$ cat config.mk
export PLATFORM = sky130hd
export DESIGN_NAME = stc_char_check
export DESIGN_NICKNAME = d
export VERILOG_FILES = /design/src/hdl/stc_pkg.sv /design/src/hdl/stc_char_check.sv
export SDC_FILE = /design/constraint.sdc
export NUM_CORES = 1
export LEC_CHECK = 0
export ABC_AREA = 0
export BUFFER_PORTS_ARGS = -buffer_cell sky130_fd_sc_hd__buf_2
export CORE_AREA = 5 5 42 44
export DETAILED_ROUTE_END_ITERATION = 10
export DIE_AREA = 0 0 47 49
export GPL_TIMING_DRIVEN = 1
export PLACE_DENSITY_LB_ADDON = 0.1
export SLEW_MARGIN = 20
export SYNTH_ARGS = -nofsm -noshare
export SYNTH_HDL_FRONTEND = slang
export SYNTH_SLANG_ARGS = --single-unit
export TNS_END_PERCENT = 5
$ cat constraint.sdc
create_clock -name vclk -period 1.8
set_input_delay 0.27 -clock vclk [all_inputs]
set_output_delay 0.27 -clock vclk [all_outputs]
set_load 0.01 [all_outputs]
$ cat src/hdl/stc_pkg.sv
// Package for the string type checker: payload types, character codes and check result type.
`default_nettype none

package stc_pkg;

   // Input item: one character of a field plus the field framing
   typedef struct packed {
      logic [7:0]  chr;
      logic        first;
      logic        last;
      logic [7:0]  check_kind;
      logic [15:0] base_position;
   } req_payload_type;

   // Result item: verdict and first mismatch position
   typedef struct packed {
      logic [1:0]  verdict;
      logic [15:0] fail_position;
   } rsp_payload_type;

   // Verdict codes
   localparam logic [1:0] VERDICT_OK       = 2'd0;
   localparam logic [1:0] VERDICT_MISMATCH = 2'd1;
   localparam logic [1:0] VERDICT_BAD_KIND = 2'd2;

   // Type letters (upper case)
   localparam logic [7:0] KIND_INT   = 8'h49; // I
   localparam logic [7:0] KIND_REAL  = 8'h52; // R
   localparam logic [7:0] KIND_ALNUM = 8'h41; // A
   localparam logic [7:0] KIND_ALPHA = 8'h4C; // L
   localparam logic [7:0] KIND_NUM   = 8'h4E; // N
   localparam logic [7:0] KIND_PRINT = 8'h50; // P
   localparam logic [7:0] KIND_SPEC  = 8'h53; // S
   localparam logic [7:0] KIND_UNDIG = 8'h55; // U

   // Characters with a role in number fields
   localparam logic [7:0] CHR_SPACE  = 8'h20;
   localparam logic [7:0] CHR_PLUS   = 8'h2B;
   localparam logic [7:0] CHR_MINUS  = 8'h2D;
   localparam logic [7:0] CHR_PERIOD = 8'h2E;

   // Number field phases
   localparam logic [1:0] PH_LEAD   = 2'd0;
   localparam logic [1:0] PH_SIGN   = 2'd1;
   localparam logic [1:0] PH_DIGITS = 2'd2;
   localparam logic [1:0] PH_TRAIL  = 2'd3;

   // Outcome of checking one character
   typedef struct packed {
      logic       fits;
      logic       digit_hit;
      logic [1:0] phase_next;
      logic       period_next;
   } check_result_type;

endpackage

`default_nettype wire

$ cat src/hdl/stc_char_check.sv
// Character classifier: checks one character against the held type, advances the number phase.
`default_nettype none

module stc_char_check
   import stc_pkg::*;
(
   input  wire logic [7:0]       chr,
   input  wire logic [7:0]       kind,
   input  wire logic [1:0]       phase,
   input  wire logic             period_seen,
   output check_result_type     result
);

   logic is_dig;
   logic is_let;
   logic is_prt;
   logic is_sp;
   logic is_sign;
   logic is_dot;
   check_result_type num_res;

   // ASCII classes
   always_comb begin
      is_dig  = (chr >= 8'h30) && (chr <= 8'h39);
      is_let  = ((chr >= 8'h41) && (chr <= 8'h5A)) || ((chr >= 8'h61) && (chr <= 8'h7A));
      is_prt  = (chr >= 8'h20) && (chr <= 8'h7E);
      is_sp   = (chr == CHR_SPACE);
      is_sign = (chr == CHR_PLUS) || (chr == CHR_MINUS);
      is_dot  = (kind == KIND_REAL) && (chr == CHR_PERIOD);
   end

   // Integer / real phase machine
   always_comb begin
      logic common;
      common = 1'b0;
      num_res = '{fits: 1'b0, digit_hit: 1'b0, phase_next: phase, period_next: period_seen};
      unique case (phase) inside
         PH_LEAD: begin
            if (is_sp) begin
               num_res.fits = 1'b1;
            end else if (is_sign) begin
               num_res.fits = 1'b1;
               num_res.phase_next = PH_SIGN;
            end else begin
               common = 1'b1;
            end
         end
         PH_SIGN, PH_DIGITS: begin
            if (is_sp) begin
               num_res.fits = 1'b1;
               num_res.phase_next = PH_TRAIL;
            end else begin
               common = 1'b1;
            end
         end
         default: begin
            num_res.fits = is_sp;
         end
      endcase
      // digits and the single period
      if (common) begin
         if (is_dig) begin
            num_res.fits = 1'b1;
            num_res.digit_hit = 1'b1;
            num_res.phase_next = PH_DIGITS;
         end else if (is_dot && !period_seen) begin
            num_res.fits = 1'b1;
            num_res.period_next = 1'b1;
            num_res.phase_next = PH_DIGITS;
         end
      end
   end

   // Select by type letter
   always_comb begin
      result = '{fits: 1'b1, digit_hit: 1'b0, phase_next: phase, period_next: period_seen};
      unique case (kind) inside
         KIND_INT, KIND_REAL: result = num_res;
         KIND_ALNUM:          result.fits = is_let || is_dig;
         KIND_ALPHA:          result.fits = is_let;
         KIND_NUM:            result.fits = is_dig;
         KIND_PRINT:          result.fits = is_prt;
         KIND_SPEC:           result.fits = !(is_let || is_dig);
         KIND_UNDIG:          result.fits = is_prt && !is_dig;
         default:             result.fits = 1'b1;
      endcase
   end

endmodule

`default_nettype wire

==> metrics.md <==
| Metric | Value |
|---|---|
| Critical Path RT | `1.53 ns` |
| Row count | `14` |
| Slowest-stage cell, CP | `or3b_4` |
| Avg Cell Area, Syn | `7.00 um2` |
| Clock buffers | `0` |
| Post-Synthesis Net Count | `90` |
| CP top delay family | `simple AND/OR/NAND/NOR gates` |
| PwrDens | `200 nW/um2` |
| Number of antenna violations at the first check in global routing | `0` |
| Synth Warn # | `0` |
| Buffers and inverters on the worst path | `4` |
| Seq_cells | `0` |
| Routed WL per cell | `13.5 um` |
| Sequential share of the synthesized area | `0%` |
| Max Slew Vio Count | `0` |
| Final wirelength | `1970 um` |
| Placed Cells | `139` |
| Failing checks | `setup timing` |
| Initial Util | `34.5%` |
| DP HPWL | `1530 um` |
| Buffers on Ports | `24` |
| Core area | `1400 um2` |
| Post-synth cell types | `38` |
| Antenna Cells | `0` |
| Critical path class | `in2out` |
| Worst EP arrival | `1.80 ns` |
| Part of the cycle the worst path needs | `115%` |
| Max-Cap Viols | `0` |
| Power Total | `0.000209 W` |
| Maximum number of pins on one net before global-route repair | `8` |
| Worst slew pin tran | `0.366 ns` |
| HP Class | `in2out` |
| Mapped Cells | `69` |
| Number of global-route vias before repair | `816` |
| Min-Delay Endpoint | `result[0]` |
| Pleak | `0.483 nW` |
| DRT iter0 DRCs | `18` |
| Relative slew slack | `75.6%` |
| Sequential Area | `0 um2` |
| Worst-path cell chain | `buf_8, inv_6, ha_4, inv_2, a41o_1, a221o_1, or3b_4, and3_4, buf_6` |
| Min Hold Slack | `0.838 ns` |
| Critical path peak fanout | `3` |
| VDD IR max | `0.142 mV` |
| Gr ovfl total | `0` |
| Die W | `47 um` |
| Die area | `2300 um2` |
| Area added between synthesis and finish | `116%` |
| I/O pin count | `24` |
| Max stage delay on crit path | `0.40 ns` |
| Routability cong. | `0.885` |
| Die H | `49 um` |
| Final setup vio count | `4` |
| Post-Syn Area | `483 um2` |
| First-pass GRT wire length | `3280 um` |
| All-layer global routing usage | `17.9%` |
| First drt pass iteration count | `4` |
| Fraction of layout cells with a size suffix above 1 | `61.5%` |
| Hold_sp | `period_seen` |
| Tmin final | `2.07 ns` |
| Crit path launch type | `input pin` |
| Hold Crit Depth | `3` |
| Endpoints failing hold | `0` |
| Avg Vias per Cell | `5.71` |
| Finished Layout Cells | `146` |
| Nets | `153` |
| Post-route ant nets | `0` |
| Maximum clock rate | `484 MHz` |
| Via total after detailed routing | `834` |
| Status | `complete, but fails checks` |
| Worst setup EP type | `output port` |
| RSZ-0062 raised after global routing | `true` |
| DRC violations left | `0` |
| Setup ws final | `-0.266 ns` |
==> through the flow <==
stage                     util [%]  TNS, ns  worst slack (ns)  instance area, um2
after detailed placement      63.7    -1.21            -0.400                 892
after global placement        63.7    -1.16            -0.374                 892
after global routing          74.4    -1.12            -0.326                1040
after CTS                     71.3   -0.865            -0.288                1000
final                         74.4   -0.765            -0.266                1040
after floorplan                  -  -0.0236           -0.0161                 527
==> cell usage after synthesis <==
| library cell | instances | area, um2 |
|---|---|---|
| a21oi_1 | 4 | 20.0 |
| a221o_1 | 1 | 10.0 |
| a22oi_1 | 1 | 7.51 |
| a31oi_1 | 1 | 6.26 |
| a41o_1 | 1 | 10.0 |
| a41oi_1 | 1 | 8.76 |
| and3_1 | 2 | 12.5 |
| and4b_1 | 1 | 10.0 |
| ha_1 | 2 | 25.0 |
| inv_1 | 5 | 18.8 |
| mux2i_1 | 1 | 10.0 |
| nand2_1 | 2 | 7.51 |
| nand2b_1 | 2 | 12.5 |
| nand3_1 | 3 | 15.0 |
| nand3b_1 | 2 | 15.0 |
| nand4_1 | 2 | 12.5 |
| nor2_1 | 5 | 18.8 |
| nor2b_1 | 3 | 18.8 |
| nor3_1 | 1 | 5.00 |
| nor3b_1 | 1 | 7.51 |
| nor4_1 | 2 | 12.5 |
| nor4b_1 | 2 | 17.5 |
| nor4b_2 | 2 | 30.0 |
| nor4bb_1 | 2 | 20.0 |
| o2111a_1 | 1 | 11.3 |
| o211a_1 | 1 | 10.0 |
| o211ai_1 | 1 | 7.51 |
| o21ai_0 | 6 | 30.0 |
| o21bai_1 | 1 | 7.51 |
| o221a_2 | 1 | 11.3 |
| o221ai_1 | 1 | 8.76 |
| o22ai_1 | 1 | 6.26 |
| o31ai_1 | 1 | 7.51 |
| o41ai_1 | 1 | 8.76 |
| or3b_1 | 1 | 8.76 |
| or3b_2 | 1 | 8.76 |
| or4_1 | 1 | 7.51 |
| xor2_1 | 2 | 17.5 |
==> layer usage <==
layer	vias to the layer above	global-route usage (%)	wire, um	share of wire, %
met5	-	0	0	0
li1	411	-	-	-
met2	21	33.5	1070	54
met4	0	4.15	19	0.97
met1	398	20.2	756	38
met3	4	1.85	120	6.1
==> how the worst max path moves through the flow <==
stage	to	depth (start not counted)	slack (ns)	startpoint
final	result[1]	9	-0.27	phase[0]
after global routing	result[4]	8	-0.33	chr[6]
after CTS	result[1]	9	-0.29	phase[0]
after detailed placement	result[1]	6	-0.40	kind[2]
after global placement	result[1]	9	-0.37	phase[1]
after floorplan	result[1]	7	-0.02	phase[1]
==> cell families (layout without fill, tap and decap cells) <==
| logic type | after synthesis | count (layout) | synth area share, % |
|---|---|---|---|
| AO/OA/AOI/OAI | 24 | 24 | 35.5 |
| XOR/XNOR | 2 | 2 | 3.63 |
| adder cells (fa/ha/maj) | 2 | 2 | 5.18 |
| buffers and inverters | 5 | 66 | 3.89 |
| multiplexers | 1 | 1 | 2.07 |
| AND/OR/NAND/NOR | 35 | 35 | 49.7 |
==> cells in the final DEF, fill, tap and decap left out, drive strengths merged, types with 3 or more instances in the layout <==
| cell type | instances |
|---|---|
| nor2b | 3 |
| buf | 61 |
| nor4b | 4 |
| nand3 | 3 |
| o21ai | 6 |
| nor2 | 5 |
| inv | 5 |
| a21oi | 4 |
==> timing repair <==
action | 4_1_cts | 5_1_grt
pin swaps | 4 | 1
endpoints found under the setup margin | 5 | 5
buffers inserted | 7 | 0
hold buffers | 0 | 0
resized for setup | 15 | 7
==> area by class of cell <==
type | instances | area, um2
Multi-Input combinational cell | 64 | 562
Timing Repair Buffer | 61 | 424
Fill cell | 116 | 359
Inverter | 5 | 36.3
Tap cell | 16 | 20.0
==> where the power goes <==
part | leakage [nW] | switching (W) | internal, W | total [W]
Clock | 0 | 0 | 0 | 0
Combinational | 0.483 | 0.0000923 | 0.000116 | 0.000209
Sequential | 0 | 0 | 0 | 0
No activity file was read; power rests on OpenSTA's default activity.
